File: src/rtl/hxt_pkg.sv
// hxt_pkg: shared constants, result struct and CRC / hex helper functions
// for the CRC-32 hex trailer checker. No dependencies.

package hxt_pkg;

	localparam int TRAILER_LEN = 8;
	localparam int FILL_W      = $clog2(TRAILER_LEN + 1);
	localparam int IDX_W       = $clog2(TRAILER_LEN);

	localparam logic [31:0] CRC_INIT = 32'hFFFF_FFFF;
	localparam logic [31:0] CRC_POLY = 32'hEDB8_8320;

	localparam logic [7:0] ASCII_ZERO = 8'h30;
	localparam logic [7:0] ASCII_LC_A = 8'h61;

	localparam logic KIND_PAYLOAD = 1'b0;
	localparam logic KIND_VERDICT = 1'b1;

	// results caused by one item: n_bytes payload bytes, then an optional verdict
	typedef struct packed {
		logic [TRAILER_LEN-1:0][7:0] bytes;
		logic [FILL_W-1:0]           n_bytes;
		logic                        verdict;
		logic                        ok;
	} res_t;

	function automatic logic [31:0] crc_byte(input logic [31:0] c_in, input logic [7:0] b);
		logic [31:0] c;
		c = c_in ^ {24'h0, b};
		for (int i = 0; i < 8; i++) begin
			c = c[0] ? ((c >> 1) ^ CRC_POLY) : (c >> 1);
		end
		return c;
	endfunction

	function automatic logic [7:0] hex_char(input logic [3:0] nib);
		logic [7:0] r;
		if (nib < 4'd10) begin
			r = ASCII_ZERO + {4'h0, nib};
		end else begin
			r = ASCII_LC_A + {4'h0, nib} - 8'd10;
		end
		return r;
	endfunction

endpackage

File: src/rtl/hxt_core.sv
// hxt_core: trailer window, running CRC and per-frame state; builds the
// result set for the item in the input register. Depends on hxt_pkg.

module hxt_core (
	input  logic           clk,
	input  logic           arst_n,
	input  logic           advance,
	input  logic [7:0]     data_byte,
	input  logic           frame_end,
	input  logic           check_enable,
	output hxt_pkg::res_t  res
);
	import hxt_pkg::*;

	logic [31:0]                 crc_q;
	logic [TRAILER_LEN-1:0][7:0] win_q;
	logic [FILL_W-1:0]           fill_q;
	logic                        frame_open_q;
	logic                        frame_check_q;

	logic                        eff_check;
	logic                        pop;
	logic [7:0]                  old_byte;
	logic [31:0]                 crc_nx;
	logic [31:0]                 crc_val;
	logic [TRAILER_LEN-1:0][7:0] win_nx;
	logic [FILL_W-1:0]           fill_nx;
	logic                        match;

	assign eff_check = frame_open_q ? frame_check_q : check_enable;
	assign pop       = (fill_q == FILL_W'(TRAILER_LEN));
	assign old_byte  = win_q[0];
	assign crc_nx    = pop ? crc_byte(crc_q, old_byte) : crc_q;
	assign crc_val   = ~crc_nx;
	assign fill_nx   = pop ? fill_q : fill_q + FILL_W'(1);

	always_comb begin
		for (int i = 0; i < TRAILER_LEN - 1; i++) begin
			if (pop) begin
				win_nx[i] = win_q[i+1];
			end else begin
				win_nx[i] = (fill_q[IDX_W-1:0] == IDX_W'(i)) ? data_byte : win_q[i];
			end
		end
		if (pop || fill_q[IDX_W-1:0] == IDX_W'(TRAILER_LEN - 1)) begin
			win_nx[TRAILER_LEN-1] = data_byte;
		end else begin
			win_nx[TRAILER_LEN-1] = win_q[TRAILER_LEN-1];
		end
	end

	// most significant nibble sits in the oldest window entry
	always_comb begin
		match = 1'b1;
		for (int i = 0; i < TRAILER_LEN; i++) begin
			if (hex_char(crc_val[(TRAILER_LEN-1-i)*4 +: 4]) != win_nx[i]) begin
				match = 1'b0;
			end
		end
	end

	always_comb begin
		res         = '0;
		res.bytes   = win_nx;
		if (!eff_check) begin
			res.bytes[0] = data_byte;
			res.n_bytes  = FILL_W'(1);
			res.verdict  = frame_end;
			res.ok       = 1'b1;
		end else if (pop) begin
			res.bytes[0] = old_byte;
			res.n_bytes  = FILL_W'(1);
			res.verdict  = frame_end;
			res.ok       = match;
		end else if (frame_end) begin
			if (fill_nx == FILL_W'(TRAILER_LEN)) begin
				res.n_bytes = '0;
				res.ok      = match;
			end else begin
				res.n_bytes = fill_nx;
				res.ok      = 1'b1;
			end
			res.verdict = 1'b1;
		end
	end

	always_ff @(posedge clk or negedge arst_n) begin
		if (!arst_n) begin
			crc_q         <= CRC_INIT;
			fill_q        <= '0;
			frame_open_q  <= 1'b0;
			frame_check_q <= 1'b0;
		end else if (advance) begin
			if (frame_end) begin
				crc_q         <= CRC_INIT;
				fill_q        <= '0;
				frame_open_q  <= 1'b0;
				frame_check_q <= 1'b0;
			end else begin
				frame_open_q  <= 1'b1;
				frame_check_q <= eff_check;
				if (eff_check) begin
					crc_q  <= crc_nx;
					fill_q <= fill_nx;
				end
			end
		end
	end

	// window entries past fill_q are never read
	always_ff @(posedge clk) begin
		if (advance && eff_check && !frame_end) begin
			win_q <= win_nx;
		end
	end

endmodule

File: src/rtl/hxt_outq.sv
// hxt_outq: result register that holds one item's result set and releases
// it one result per cycle while m_tready is high. Depends on hxt_pkg.

module hxt_outq (
	input  logic           clk,
	input  logic           arst_n,
	input  logic           load,
	input  hxt_pkg::res_t  res,
	output logic           can_load,
	output logic           m_tvalid,
	input  logic           m_tready,
	output logic [15:0]    m_tdata,
	output logic           m_tuser,
	output logic           m_tlast
);
	import hxt_pkg::*;

	logic [TRAILER_LEN-1:0][7:0] buf_q;
	logic [FILL_W-1:0]           rem_q;
	logic                        vpend_q;
	logic                        ok_q;
	logic                        have_byte;
	logic                        one_left;
	logic                        pop;

	assign have_byte = (rem_q != '0);
	assign one_left  = have_byte ? (rem_q == FILL_W'(1) && !vpend_q) : vpend_q;
	assign m_tvalid  = have_byte || vpend_q;
	assign pop       = m_tvalid && m_tready;
	assign can_load  = !m_tvalid || (pop && one_left);

	always_comb begin
		if (have_byte) begin
			m_tuser = KIND_PAYLOAD;
			m_tdata = {7'h0, 1'b0, buf_q[0]};
			m_tlast = one_left;
		end else begin
			m_tuser = KIND_VERDICT;
			m_tdata = {7'h0, ok_q, 8'h00};
			m_tlast = 1'b1;
		end
	end

	always_ff @(posedge clk or negedge arst_n) begin
		if (!arst_n) begin
			rem_q   <= '0;
			vpend_q <= 1'b0;
		end else if (load) begin
			rem_q   <= res.n_bytes;
			vpend_q <= res.verdict;
		end else if (pop) begin
			if (have_byte) begin
				rem_q <= rem_q - FILL_W'(1);
			end else begin
				vpend_q <= 1'b0;
			end
		end
	end

	always_ff @(posedge clk) begin
		if (load) begin
			buf_q <= res.bytes;
			ok_q  <= res.ok;
		end else if (pop && have_byte) begin
			buf_q <= {8'h00, buf_q[TRAILER_LEN-1:1]};
		end
	end

endmodule

File: src/rtl/crc32_hex_trailer_checker_top.sv
// channel | dir | handshake          | payload
// s       | in  | s_tvalid/s_tready  | s_tdata[7:0] data_byte, s_tlast frame_end
// m       | out | m_tvalid/m_tready  | m_tdata[7:0] payload_byte, [8] crc_ok; m_tuser item_kind;
//         |     |                    | m_tlast run_last
// cfg     | in  | cfg_wr_en          | cfg_wr_data check_enable
//
// One item per cycle when each item yields at most one result and m_tready
// stays high; an accepted item passes from the input register into the output
// register. A short frame's final item releases up to eight results, one per
// cycle while m_tready is high, and input waits while they drain. Reset clears
// the frame state and sets check_enable. m_tready low holds the current result
// and backs up through the input register to s_tready. Depends on hxt_pkg, hxt_core, hxt_outq.

module crc32_hex_trailer_checker_top (
	input  logic        clk,
	input  logic        arst_n,
	input  logic        s_tvalid,
	output logic        s_tready,
	input  logic [7:0]  s_tdata,   // [7:0] data_byte
	input  logic        s_tlast,
	output logic        m_tvalid,
	input  logic        m_tready,
	output logic [15:0] m_tdata,   // [7:0] payload_byte, [8] crc_ok, [15:9] zero
	output logic        m_tuser,   // [0] item_kind
	output logic        m_tlast,
	input  logic        cfg_wr_en,
	input  logic        cfg_wr_data
);
	import hxt_pkg::*;

	logic       valid_s1;
	logic [7:0] byte_s1;
	logic       last_s1;
	logic       check_enable_q;
	logic       can_load;
	logic       advance;
	res_t       res;

	assign advance  = valid_s1 && can_load;
	assign s_tready = !valid_s1 || advance;

	always_ff @(posedge clk or negedge arst_n) begin
		if (!arst_n) begin
			valid_s1       <= 1'b0;
			check_enable_q <= 1'b1;
		end else begin
			if (s_tready) begin
				valid_s1 <= s_tvalid;
			end
			if (cfg_wr_en) begin
				check_enable_q <= cfg_wr_data;
			end
		end
	end

	always_ff @(posedge clk) begin
		if (s_tvalid && s_tready) begin
			byte_s1 <= s_tdata;
			last_s1 <= s_tlast;
		end
	end

	hxt_core u_core (
		.clk          (clk),
		.arst_n       (arst_n),
		.advance      (advance),
		.data_byte    (byte_s1),
		.frame_end    (last_s1),
		.check_enable (check_enable_q),
		.res          (res)
	);

	hxt_outq u_outq (
		.clk      (clk),
		.arst_n   (arst_n),
		.load     (advance),
		.res      (res),
		.can_load (can_load),
		.m_tvalid (m_tvalid),
		.m_tready (m_tready),
		.m_tdata  (m_tdata),
		.m_tuser  (m_tuser),
		.m_tlast  (m_tlast)
	);

endmodule

File: config.mk
export PLATFORM = sky130hd
export DESIGN_NAME = crc32_hex_trailer_checker_top
export DESIGN_NICKNAME = d
export VERILOG_FILES = /design/src/rtl/hxt_pkg.sv /design/src/rtl/hxt_core.sv /design/src/rtl/hxt_outq.sv /design/src/rtl/crc32_hex_trailer_checker_top.sv
export SDC_FILE = /design/constraint.sdc
export NUM_CORES = 1
export LEC_CHECK = 0
export BUFFER_PORTS_ARGS = -buffer_cell sky130_fd_sc_hd__buf_2
export CORE_ASPECT_RATIO = 0.9
export CORE_MARGIN = 3
export CORE_UTILIZATION = 29
export DETAILED_ROUTE_END_ITERATION = 6
export REMOVE_ABC_BUFFERS = 1
export SLEW_MARGIN = 20
export SYNTH_ARGS = -nofsm -noshare
export SYNTH_HDL_FRONTEND = slang
export SYNTH_HIERARCHICAL = 1
export SYNTH_SLANG_ARGS = --single-unit
File: constraint.sdc
create_clock -name clk -period 6.7 [get_ports clk]
set_clock_uncertainty 0.1 [all_clocks]
set_input_delay 1.005 -clock clk [delete_from_list [all_inputs] [get_ports clk]]
set_output_delay 1.005 -clock clk [all_outputs]
set_load 0.03 [all_outputs]
Yosys cells after proc, flatten, opt, wreduce, memory -nomap -nowiden
Index checks and enable logic that the tools add are counted.
Widths: inputs -> output; s select.

storage, ports and cells
  input bits = 15
  register bits = 183
  output and inout bits = 20
  word-level logic and storage cells = 181

cells by class
  bitwise logic cells = 10
  order comparisons = 8
  reduce and logical (&&, ||, !) cells = 25
  add/subtract/negate cells = 26
  eq/ne operators = 19
  muxes and demuxes = 66

operator list
  operator             number
  $mux 32              11
  $mux 8               24
  $mux 64              2
  $not 13->14          8
  $add 7x4->8 const A  8
  $ne 8x8->1           8
  $sub 8x4->8 const B  8
  $add 6x4->7 const A  8
  $lt 4x4->1 const B   8
  $not 32->32          1
  $xor 32x8->32        1
  $mux 4               7
  $mux 1               18
  $mux 14              1
  $eq 3x3->1 const B   4
  $mux 6               2
  $mux 9               1
  $eq 4x4->1 const B   2
  $logic_and 1x1->1    8
  $reduce_bool 2->1    4
  $eq 3x2->1 const B   2
  $reduce_and 2->1     3
  $add 4x1->4 const B  1
  $eq 4x1->1 const B   1
  other kinds (7)      13

Depth between registers and ports, before layout
Gate-level depths: netlist (run 1).

  depth after elaboration = 36
  depth in mapped cells = 18
  depth with buffers taken out = 15

Hierarchy
Netlist (run 1), hierarchy kept.

by module, submodules not included
  module                         times used  cells each  area each (sq um)
  hxt_core                       1           873         8558.2
  hxt_outq                       1           193         3118.0
  crc32_hex_trailer_checker_top  1           16          371.6

Worst setup path before layout (run 1)
OpenSTA, ideal clock, no wires.

  kind = reg2reg
  start = register u_outq.rem_q[0]
  end = register u_outq/buf_q[0] in the netlist's numbering, enable pin
  library setup time = 0.575 ns
  setup slack = 0.299 ns
  data arrival time = 5.725 ns
  stages on the path, launching flop included = 6
  period minus slack after synthesis = 6.401 ns
  data required time = 6.025 ns
  path buffers = 1
  path through = dfrtp_1 > inv_1 > ha_1 > nor3b_2 > clkbuf_1 > o21ai_0

between the ends
  longest elaborated chain between the ends = 7
  elaborated cells between the ends (all ways) = 12

ends and longest elaborated chain
  element                                                RTL line                             RTL
  from (decl)                                            hxt_outq.sv:19                       logic [FILL_W-1:0] rem_q;
  from (signal assigned)                                 hxt_outq.sv:49                       rem_q <= res.n_bytes;
  from (signal assigned)                                 hxt_outq.sv:53                       rem_q <= rem_q - FILL_W'(1);
  $eq 4x1->1 or $reduce_bool 4->1 (tied branches)        hxt_outq.sv:27, hxt_outq.sv:26
  $logic_and 1x1->1 or $logic_or 1x1->1 (tied branches)  hxt_outq.sv:27, hxt_outq.sv:28
  $mux 1 or $logic_and 1x1->1 (tied branches)            hxt_outq.sv:27, hxt_outq.sv:29
  $logic_and 1x1->1                                      hxt_outq.sv:30                       assign can_load = !m_tvalid || (pop && one_left);
  $logic_or 1x1->1                                       hxt_outq.sv:30
  $logic_and 1x1->1                                      crc32_hex_trailer_checker_top.sv:39  assign advance = valid_s1 && can_load;
  $reduce_bool 2->1 (no line) (*)                        n/a
  to (signal assigned)                                   hxt_outq.sv:62                       buf_q <= res.bytes;
  to (signal assigned)                                   hxt_outq.sv:65                       buf_q <= {8'h00, buf_q[TRAILER_LEN-1:1]};
  to (decl)                                              hxt_outq.sv:18                       logic [TRAILER_LEN-1:0][7:0] buf_q;

Every way passes the cells marked *; elsewhere a longest branch is shown, timed or not.
A chain may end at the register's enable or synchronous reset.

Final worst setup path (run 1)
  start = register u_core.fill_q[0]
  end = register u_outq.ok_q (data pin)

between the ends
  longest elaborated chain between the ends = 18
  elaborated cells between the ends (all ways) = 89

ends and longest elaborated chain
  element                 RTL line         RTL
  from (decl)             hxt_core.sv:17   logic [FILL_W-1:0] fill_q;
  from (signal assigned)  hxt_core.sv:104  fill_q <= fill_nx;
  $eq 4x4->1              hxt_core.sv:31   assign pop = (fill_q == FILL_W'(TRAILER_LEN));
  $mux 32                 hxt_core.sv:33   assign crc_nx = pop ? crc_byte(crc_q, old_byte) : crc_q;
  $not 32->32             hxt_core.sv:34   assign crc_val = ~crc_nx;
  $add 7x4->8             hxt_pkg.sv:41    r = ASCII_LC_A + {4'h0, nib} - 8'd10;
  $sub 8x4->8             hxt_pkg.sv:41
  $mux 8                  hxt_pkg.sv:38    if (nib < 4'd10) begin
  $ne 8x8->1              hxt_core.sv:56   if (hex_char(crc_val[(TRAILER_LEN-1-i)*4 +: 4]) != win_nx[i]) begin
  $mux 1 (8 in series)    hxt_core.sv:56
  $mux 1                  hxt_core.sv:76   if (fill_nx == FILL_W'(TRAILER_LEN)) begin
  $mux 6                  hxt_core.sv:75   end else if (frame_end) begin
  $mux 6 (*)              hxt_core.sv:70   end else if (pop) begin
  to (signal assigned)    hxt_outq.sv:63   ok_q <= res.ok;
  to (decl)               hxt_outq.sv:21   logic ok_q;

Marks and branches as above.

==> results.tsv, run 1 <==
stage	metric	value	unit
floorplan	Die Y	199	µm
placed_design	RD Place Congestion	0.972	
grt	Total GRT Usage	14.1	%
placed_design	placed standard-cell area	12300	µm²
timing	Relative slew margins	30.5	%
timing	crit share post-route	67.4	%
worst_setup_path	Critical Path RT	6.88	ns
worst_setup_path	r2r endpoint	u_outq/ok_q	
grt	pin count of the biggest net entering global routing	74	
pwr	Power Total	6800	µW
yosys	number of synthesis warnings	6	
detailed_routing	drt wl/cell	20.1	µm
yosys	Synth cell types	90	
floorplan	starting density of the core	29.5	%
clock_network	clock-pin slew on the worst setup and hold paths	0.08	ns
worst_setup_path	WS Path Type	flop to flop	
clock_network	clock insertion delay at the later pin of the skew report	0.44	ns
timing	final hold viol count	0	
clock_network	CTS tree	yes	
detailed_routing	WL final	31800	µm
detailed_routing	Vias	8169	
layout	share of post-route cells with drive strength above 1	20.9	%
layout	ANT cells	0	
timing	Fmax achieved	221	MHz
yosys	Mapped Area	12000	µm²
detailed_routing	Routed Antenna Nets	0	
min_path	worst hold stages	2	
grt	GR Util met2	22.8	%
timing	max-slew violation count	0	
clock_network	Post-CTS Hold Buffers	0	
floorplan	row count	70	
clock_network	post-cts resize count	0	
detailed_routing	drt first pass iters	5	
yosys	Seq cells post-synth	183	
timing	RSZ-0062 raised after global routing	no	
yosys	Post-Syn Instances	1082	
worst_setup_path	CP startpoint kind	flop	
worst_setup_path	reg-to-reg startpoint	u_core/fill_q[0]	
min_path	Hold EP	u_core/crc_q[11]	
clock_network	H-tree depth	4	
floorplan	die area	44000	µm²
yosys	asr flop ratio synth	24.6	%
yosys	Post-synth top flop	edfxtp_1	
clock_network	Sink Count	183	
grt	GRT met3 Usage	1.87	%
detailed_routing	DRT iter0 DRCs	763	
clock_network	Root Buffer	clkbuf_16	
worst_setup_path	cells on worst reg2reg path	14	
run_status	status	finished clean	
placed_design	PortBufs	27	
clock_network	CTS Buf Count	17	
pwr	maximum vdd drop	0.251	mV
pwr	Pwr Density	528	nW/µm²
pwr	P_leak	0.00489	µW
yosys	Syn Area/Cell	11.1	µm²
layout	Area Growth Syn to Fin	6.90	%
grt	grt ovf	0	
job	max-capacitance violation count	0	
layout	final net count	1057	
floorplan	Die X	221	µm
grt	vias in the first global route	7788	
grt	antenna violations before repair	0	
yosys	Post-synth EDFFs	138	
floorplan	Ports	35	
detailed_routing	Avg Vias per Cell	5.17	
worst_setup_path	CP Capture Type	flop	
timing	Worst-Margin Slew	1.03	ns
timing	Finish-stage setup viols	0	
timing	setup_tns	0	ns
clock_network	post-CTS repair timing setup buffer count	0	
grt	first-pass GRT wire length	48400	µm
worst_setup_path	crit-path max FO	63	
detailed_routing	DRC	0	
worst_setup_path	R2R setup slack	2.18	ns
clock_network	CTS max path bufs	2	
min_path	hold_sp	u_core/crc_q[11]	
floorplan	Core Region	40800	µm²
placed_design	DP HPWL	23200	µm
min_path	Tightest Hold Check Type	flop to flop	
layout	final non-filler cell area	12900	µm²
timing	Final min period	4.52	ns
worst_setup_path	crit path DAT	4.70	ns
grt	met1 Track Usage GR	20.3	%
yosys	Seq/Total Area, Yosys	44.1	%
grt	Top Usage Layer GRT	met2	
==> metal layers <==
| layer | vias up | part of all wire (%) |
|---|---|---|
| met1 | 4085 | 47 |
| met4 | 0 | 1.2 |
| met2 | 294 | 46 |
| li1 | 3766 | - |
| met5 | - | 0 |
| met3 | 24 | 5.8 |
==> worst max path at each step <==
stage | start | slack [ns] | to
2_1_floorplan | u_outq/rem_q[0] | -0.78 | u_core/crc_q[30]
3_3_place_gp | u_core/fill_q[0] | 2.31 | u_outq/ok_q
3_5_place_dp | u_core/fill_q[0] | 2.26 | u_outq/ok_q
4_1_cts | u_core/fill_q[0] | 2.21 | u_outq/ok_q
5_1_grt | u_core/fill_q[0] | 1.89 | u_outq/ok_q
6_report | u_core/fill_q[0] | 2.18 | u_outq/ok_q
==> flip-flops by register name (all words and copies together) (netlist names) <==
signal and flops:
byte_s1 8, check_enable_q 1, last_s1 1, u_core/crc_q 32, u_core/fill_q 4, u_core/frame_check_q 1, u_core/frame_open_q 1, u_core/old_byte 8
u_core/win_q 56, u_outq/buf_q 64, u_outq/ok_q 1, u_outq/rem_q 4, u_outq/vpend_q 1, valid_s1 1
==> stage by stage <==
step / worst slack (ns) / hold WS (ns) / util [%] / instances
6_report: 2.18 / 0.405 / 31.6 / 1579
5_1_grt: 1.89 / 0.423 / 31.6 / 1579
4_1_cts: 2.21 / 0.410 / 31.6 / 1579
3_5_place_dp: 2.26 / 0.396 / 30.1 / 1547
3_3_place_gp: 2.31 / 0.388 / 30.1 / 1547
2_1_floorplan: -0.779 / 0.368 / - / 966
==> kinds of logic (layout without fill, tap and decap cells) <==
logic type / after synthesis / count (layout) / synth area share [%]
other cells: 1 / 7 / 0.0311
flops: 183 / 183 / 44.1
compound gates: 235 / 235 / 12.8
fa+ha+maj: 16 / 16 / 1.66
xor+xnor: 104 / 104 / 11.8
mux: 133 / 133 / 12.0
buf+inv: 155 / 106 / 7.05
simple gates: 255 / 255 / 10.6
==> power by group <==
part / internal [µW] / total [µW] / switching (µW)
logic: 1640 / 3700 / 2070
registers: 1790 / 2080 / 294
clock network: 507 / 1020 / 512
total: 3930 / 6800 / 2870
==> cell usage in the layout, fill, tap and decap left out, types with 15 or more instances in the layout <==
master	count
inv_1	32
dfstp_2	33
mux2i_1	55
o21ai_0	59
xnor2_1	50
clkbuf_16	17
a21oi_1	48
nor2_1	52
buf_2	27
a31oi_1	15
o22a_1	15
mux2_2	75
edfxtp_1	138
nand2_1	99
xnor3_1	25
ha_1	16
==> cell usage after synthesis (16+ instances only) <==
cell type,instances,share of area [%]
xnor2_1,50,3.6
xnor3_1,25,4.7
mux2_2,75,7.0
inv_1,33,1.0
ha_1,16,1.7
edfxtp_1,138,34
dfstp_2,33,7.2
a21oi_1,48,2.0
nand2_1,99,3.1
mux2i_1,55,4.6
clkbuf_1,31,0.97
buf_1,17,0.53
buf_4,65,4.1
o21ai_0,60,2.5
nor2_1,52,1.6
==> area by class of cell <==
class / instances / area, µm²
fill: 4122 / 27900
multi-input combinational: 750 / 5930
sequential: 183 / 5310
tap: 540 / 676
clock buffer: 17 / 425
timing repair buffer: 41 / 240
clock inverter: 15 / 170
inverter: 33 / 125
==> worst max-delay path, cell delays in order (launching register included) <==
cell      delay [ns]
dfrtp_1         0.48
inv_1           0.12
ha_1            0.49
and3b_4         0.81
buf_4           0.41
mux2i_1         0.31
inv_1           0.07
ha_1            0.22
nor3_1          0.18
mux2_1          0.16
o31ai_1         0.07
mux2i_1         0.13
nand4_1         0.09
or4_1           0.54
o211ai_2        0.16
Power figures use the tool's default switching activity.
==> inputs of run 2 (changes only) <==
--- a/config.mk
+++ b/config.mk
@@ -5,6 +5,7 @@
 export SDC_FILE = /design/constraint.sdc
 export NUM_CORES = 1
 export LEC_CHECK = 0
+export ABC_AREA = 1
 export BUFFER_PORTS_ARGS = -buffer_cell sky130_fd_sc_hd__buf_2
 export CORE_ASPECT_RATIO = 0.9
 export CORE_MARGIN = 3
==> constraint.sdc (replaced) <==
create_clock -name clk -period 4.5 [get_ports clk]
set_clock_uncertainty 0.1 [all_clocks]
set_input_delay 0.675 -clock clk [delete_from_list [all_inputs] [get_ports clk]]
set_output_delay 0.675 -clock clk [all_outputs]
set_load 0.03 [all_outputs]
==> run 2 against run 1 <==
Compared with the run above: clock power grew 52%; critical endpoint unchanged; the run now ends with DRC left; final cell count rose by 52%; largest cell class unchanged; critical path type unchanged; sequential cell count unchanged; core utilization fell by 0.13 points; largest power group unchanged.
==> results.tsv, run 2 <==
stage	metric	value	unit	change
pwr	Logic pwr share	54.5	%	was 54.4%
yosys	Synth cell types	52		was 90
clock_network	CTS Buf Count	17		unchanged
pwr	Power Internal	4980	µW	was 3930 µW
job	max-capacitance violation count	0		unchanged
timing	Relative slew margins	33.7	%	was 30.5%
yosys	top-count cell post-synth	nand2_1		was edfxtp_1
layout	Area Growth Syn to Fin	6.37	%	was 6.90%
placed_design	PortBufs	27		unchanged
detailed_routing	Avg Vias per Cell	4.95		was 5.17
yosys	Syn Area/Cell	7.12	µm²	was 11.1 µm²
detailed_routing	DRT iter0 DRCs	1242		was 763
placed_design	DP HPWL	31500	µm	was 23,200 µm
clock_network	CTS max path bufs	2		unchanged
yosys	number of synthesis warnings	6		unchanged
grt	grt ovf	0		unchanged
layout	leading cell type in the layout, fill and taps excluded	nand2_1		was edfxtp_1
grt	Top Usage Layer GRT	met2		unchanged
clock_network	Sink Count	183		unchanged
detailed_routing	WL final	42600	µm	was 31,800 µm
layout	Regs by FF count	u_outq/buf_q: 64 flops, u_core/win_q: 56 flops, u_core/crc_q: 32 flops		unchanged
placed_design	RD Place Congestion	0.945		was 0.972
timing	Fin Hold WS	0.289	ns	was 0.405 ns
worst_setup_path	Critical Path RT	4.59	ns	was 6.88 ns
run_status	violated checks	DRC		
timing	final hold viol count	0		unchanged
detailed_routing	Vias	11900		was 8,169
yosys	largest cells by area after synthesis	edfxtp_1 (32%), nand2_1 (23%), dfstp_2 (6.6%), inv_1 (5.9%), nand3_1 (5.1%)		was edfxtp_1 (34%), dfstp_2 (7.2%), mux2_2 (7.0%), xnor3_1 (4.7%), mux2i_1 (4.6%)
yosys	synth cell count leaders	nand2_1 (790), inv_1 (208), edfxtp_1 (138)		was edfxtp_1 (138), nand2_1 (99), mux2_2 (75)
floorplan	Die Y	208	µm	was 199 µm
yosys	Post-Syn Instances	1845		was 1,082
grt	GRT met3 Usage	3.01	%	was 1.87%
yosys	Seq/Total Area, Yosys	40.4	%	was 44.1%
pwr	Sw Pwr	4900	µW	was 2870 µW
worst_setup_path	CP Capture Type	flop		unchanged
pwr	sw frac	49.6	%	was 42.2%
clock_network	H-tree depth	4		unchanged
pwr	maximum vdd drop	0.281	mV	was 0.251 mV
layout	Top reg by flops	u_outq/buf_q		unchanged
clock_network	Root Buffer	clkbuf_16		unchanged
pwr	Clock power frac	15.7	%	was 15.0%
grt	met1 Track Usage GR	25.4	%	was 20.3%
pwr	Reg power frac	29.8	%	was 30.6%
layout	Post-Layout Cell Count	2407		was 1,579
grt	antenna violations before repair	1		was 0
pwr	Pwr Density	707	nW/µm²	was 528 nW/µm²
clock_network	post-CTS repair timing setup buffer count	0		unchanged
min_path	Tightest Hold Check Type	primary input to asynchronous set/reset pin		was flop to flop
timing	max-slew violation count	0		unchanged
detailed_routing	drt first pass iters	7		was 5
grt	vias in the first global route	10900		was 7,788
yosys	Synth top area share	31.5	%	was 34.4%
clock_network	CTS tree	yes		unchanged
floorplan	Ports	35		unchanged
yosys	asr flop ratio synth	24.6	%	unchanged
yosys	Mapped Area	13100	µm²	was 12,000 µm²
worst_setup_path	crit path DAT	3.78	ns	was 4.70 ns
floorplan	die area	47900	µm²	was 44,000 µm²
timing	RSZ-0062 raised after global routing	no		unchanged
yosys	largest area contributor in the netlist	edfxtp_1		unchanged
layout	ANT cells	0		unchanged
worst_setup_path	WS Path Type	flop to flop		unchanged
detailed_routing	Routed Antenna Nets	0		unchanged
layout	share of post-route cells with drive strength above 1	11.7	%	was 20.9%
worst_setup_path	crit-path max FO	11		was 63
run_status	status	complete, but fails checks		was finished clean
grt	Total GRT Usage	17.4	%	was 14.1%
yosys	Post-synth EDFFs	138		unchanged
detailed_routing	DRC	1		was 0
pwr	P_leak	0.00688	µW	was 0.00489 µW
layout	post-layout util	31.4	%	was 31.6%
timing	Worst-Margin Slew	0.995	ns	was 1.03 ns
timing	Fmax achieved	271	MHz	was 221 MHz
layout	commonest cells after routing, fill and taps aside	nand2_1 (790), inv_1 (207), edfxtp_1 (138), nand3_1 (133), nor2_1 (86)		was edfxtp_1 (138), nand2_1 (99), mux2_2 (75), o21ai_0 (59), mux2i_1 (55)
yosys	Seq cells post-synth	183		unchanged
timing	setup_tns	0	ns	unchanged
yosys	Post-synth top flop	edfxtp_1		unchanged
grt	pin count of the biggest net entering global routing	83		was 74
floorplan	Die X	230	µm	was 221 µm
timing	Finish-stage setup viols	0		unchanged
pwr	Power Total	9880	µW	was 6800 µW
placed_design	Placed Instances	2375		was 1,547
clock_network	clock-pin slew on the worst setup and hold paths	0.08	ns	about the same
floorplan	row count	73		was 70
timing	Final min period	3.69	ns	was 4.52 ns
worst_setup_path	CP startpoint kind	flop		unchanged
timing	crit share post-route	82.1	%	was 67.4%
clock_network	Post-CTS Hold Buffers	0		unchanged
grt	GR Util met2	27.0	%	was 22.8%
floorplan	starting density of the core	29.5	%	about the same
grt	first-pass GRT wire length	64800	µm	was 48,400 µm
floorplan	Core Region	44500	µm²	was 40,800 µm²
layout	final net count	1825		was 1,057
detailed_routing	drt wl/cell	17.7	µm	was 20.1 µm
clock_network	post-cts resize count	0		unchanged
clock_network	clock insertion delay at the later pin of the skew report	0.44	ns	about the same
layout	max FFs per register	64		unchanged
run 2: cell count changes in the layout (fill, tap and decap cells not counted), sizes merged, moves of 43 or more:
cell / delta
inv: +183
mux2: -77
mux2i: -56
nand2: +745
nand3: +127
nor2: +43
xnor2: -59
run 2: layout make-up:
class	count	area [µm²]
Clock buffer	19	443
Clock inverter	13	146
Fill cell	4817	30500
Inverter	223	848
Multi-Input combinational cell	1324	6180
Sequential cell	183	5310
Tap cell	600	751
Timing Repair Buffer	45	295
run 2: worst max-delay path, cell delays in order, from the launching register on:
cell	delay [ns]
edfxtp_1	0.49
inv_1	0.18
nand2_1	0.09
nand2_1	0.49
nand2_1	0.10
nand2_1	0.28
nand3_1	0.15
nand2_1	0.08
nand2_1	0.04
nand2_1	0.12
nand2_1	0.11
nand2_1	0.13
inv_1	0.06
ha_1	0.19
nand2_1	0.10
nand3b_1	0.17
nand3_1	0.11
nand2_1	0.09
inv_1	0.04
nand2_1	0.09
nor2_1	0.05
nand3_1	0.09
a21oi_2	0.05
run 2: metal layers:
layer,vias up,wire [µm]
met5,-,0
met4,0,716
met3,46,3230
met2,482,19000
met1,5669,19700
li1,5722,-
run 2: worst paths after layout:
check                                        start                to  slack (ns)  cells past startpoint
worst max register to register  u_core/old_byte[2]       u_outq/ok_q        0.81                     22
worst max-delay path            u_core/old_byte[2]       u_outq/ok_q        0.81                     22
min in group clk                         cfg_wr_en    check_enable_q        0.30                      2
worst min-delay path                        arst_n  u_core/fill_q[0]        0.29                      2
max in group asynchronous                   arst_n          valid_s1        3.55                      2
worst min register to register      check_enable_q    check_enable_q        0.38                      2
run 2: power groups by stage:
stage               registers, µW  clock network, µW  logic, µW
CTS                          2940               1580       5330
global placement             2960                  0       5230
finish                       2940               1550       5390
global route                 2990               1630       5960
detailed placement           2970                  0       5300
floorplan                    2860                  0       3650
run 2: per-stage QoR:
| stage | worst slack (ns) | area, µm² |
|---|---|---|
| after floorplan | -3.06 | 12300 |
| after global placement | 0.988 | 13400 |
| after detailed placement | 0.905 | 13400 |
| after CTS | 0.859 | 14000 |
| after global routing | 0.461 | 14000 |
| final | 0.807 | 14000 |
run 2: kinds of logic after synthesis:
kind of cell    after synthesis  share of synthesized area (%)
compound gates              177                           8.36
buf+inv                     344                           12.8
fa+ha+maj                    16                           1.52
simple gates               1116                           36.4
flops                       183                           40.4
other cells                   1                         0.0285
xor+xnor                      8                          0.533
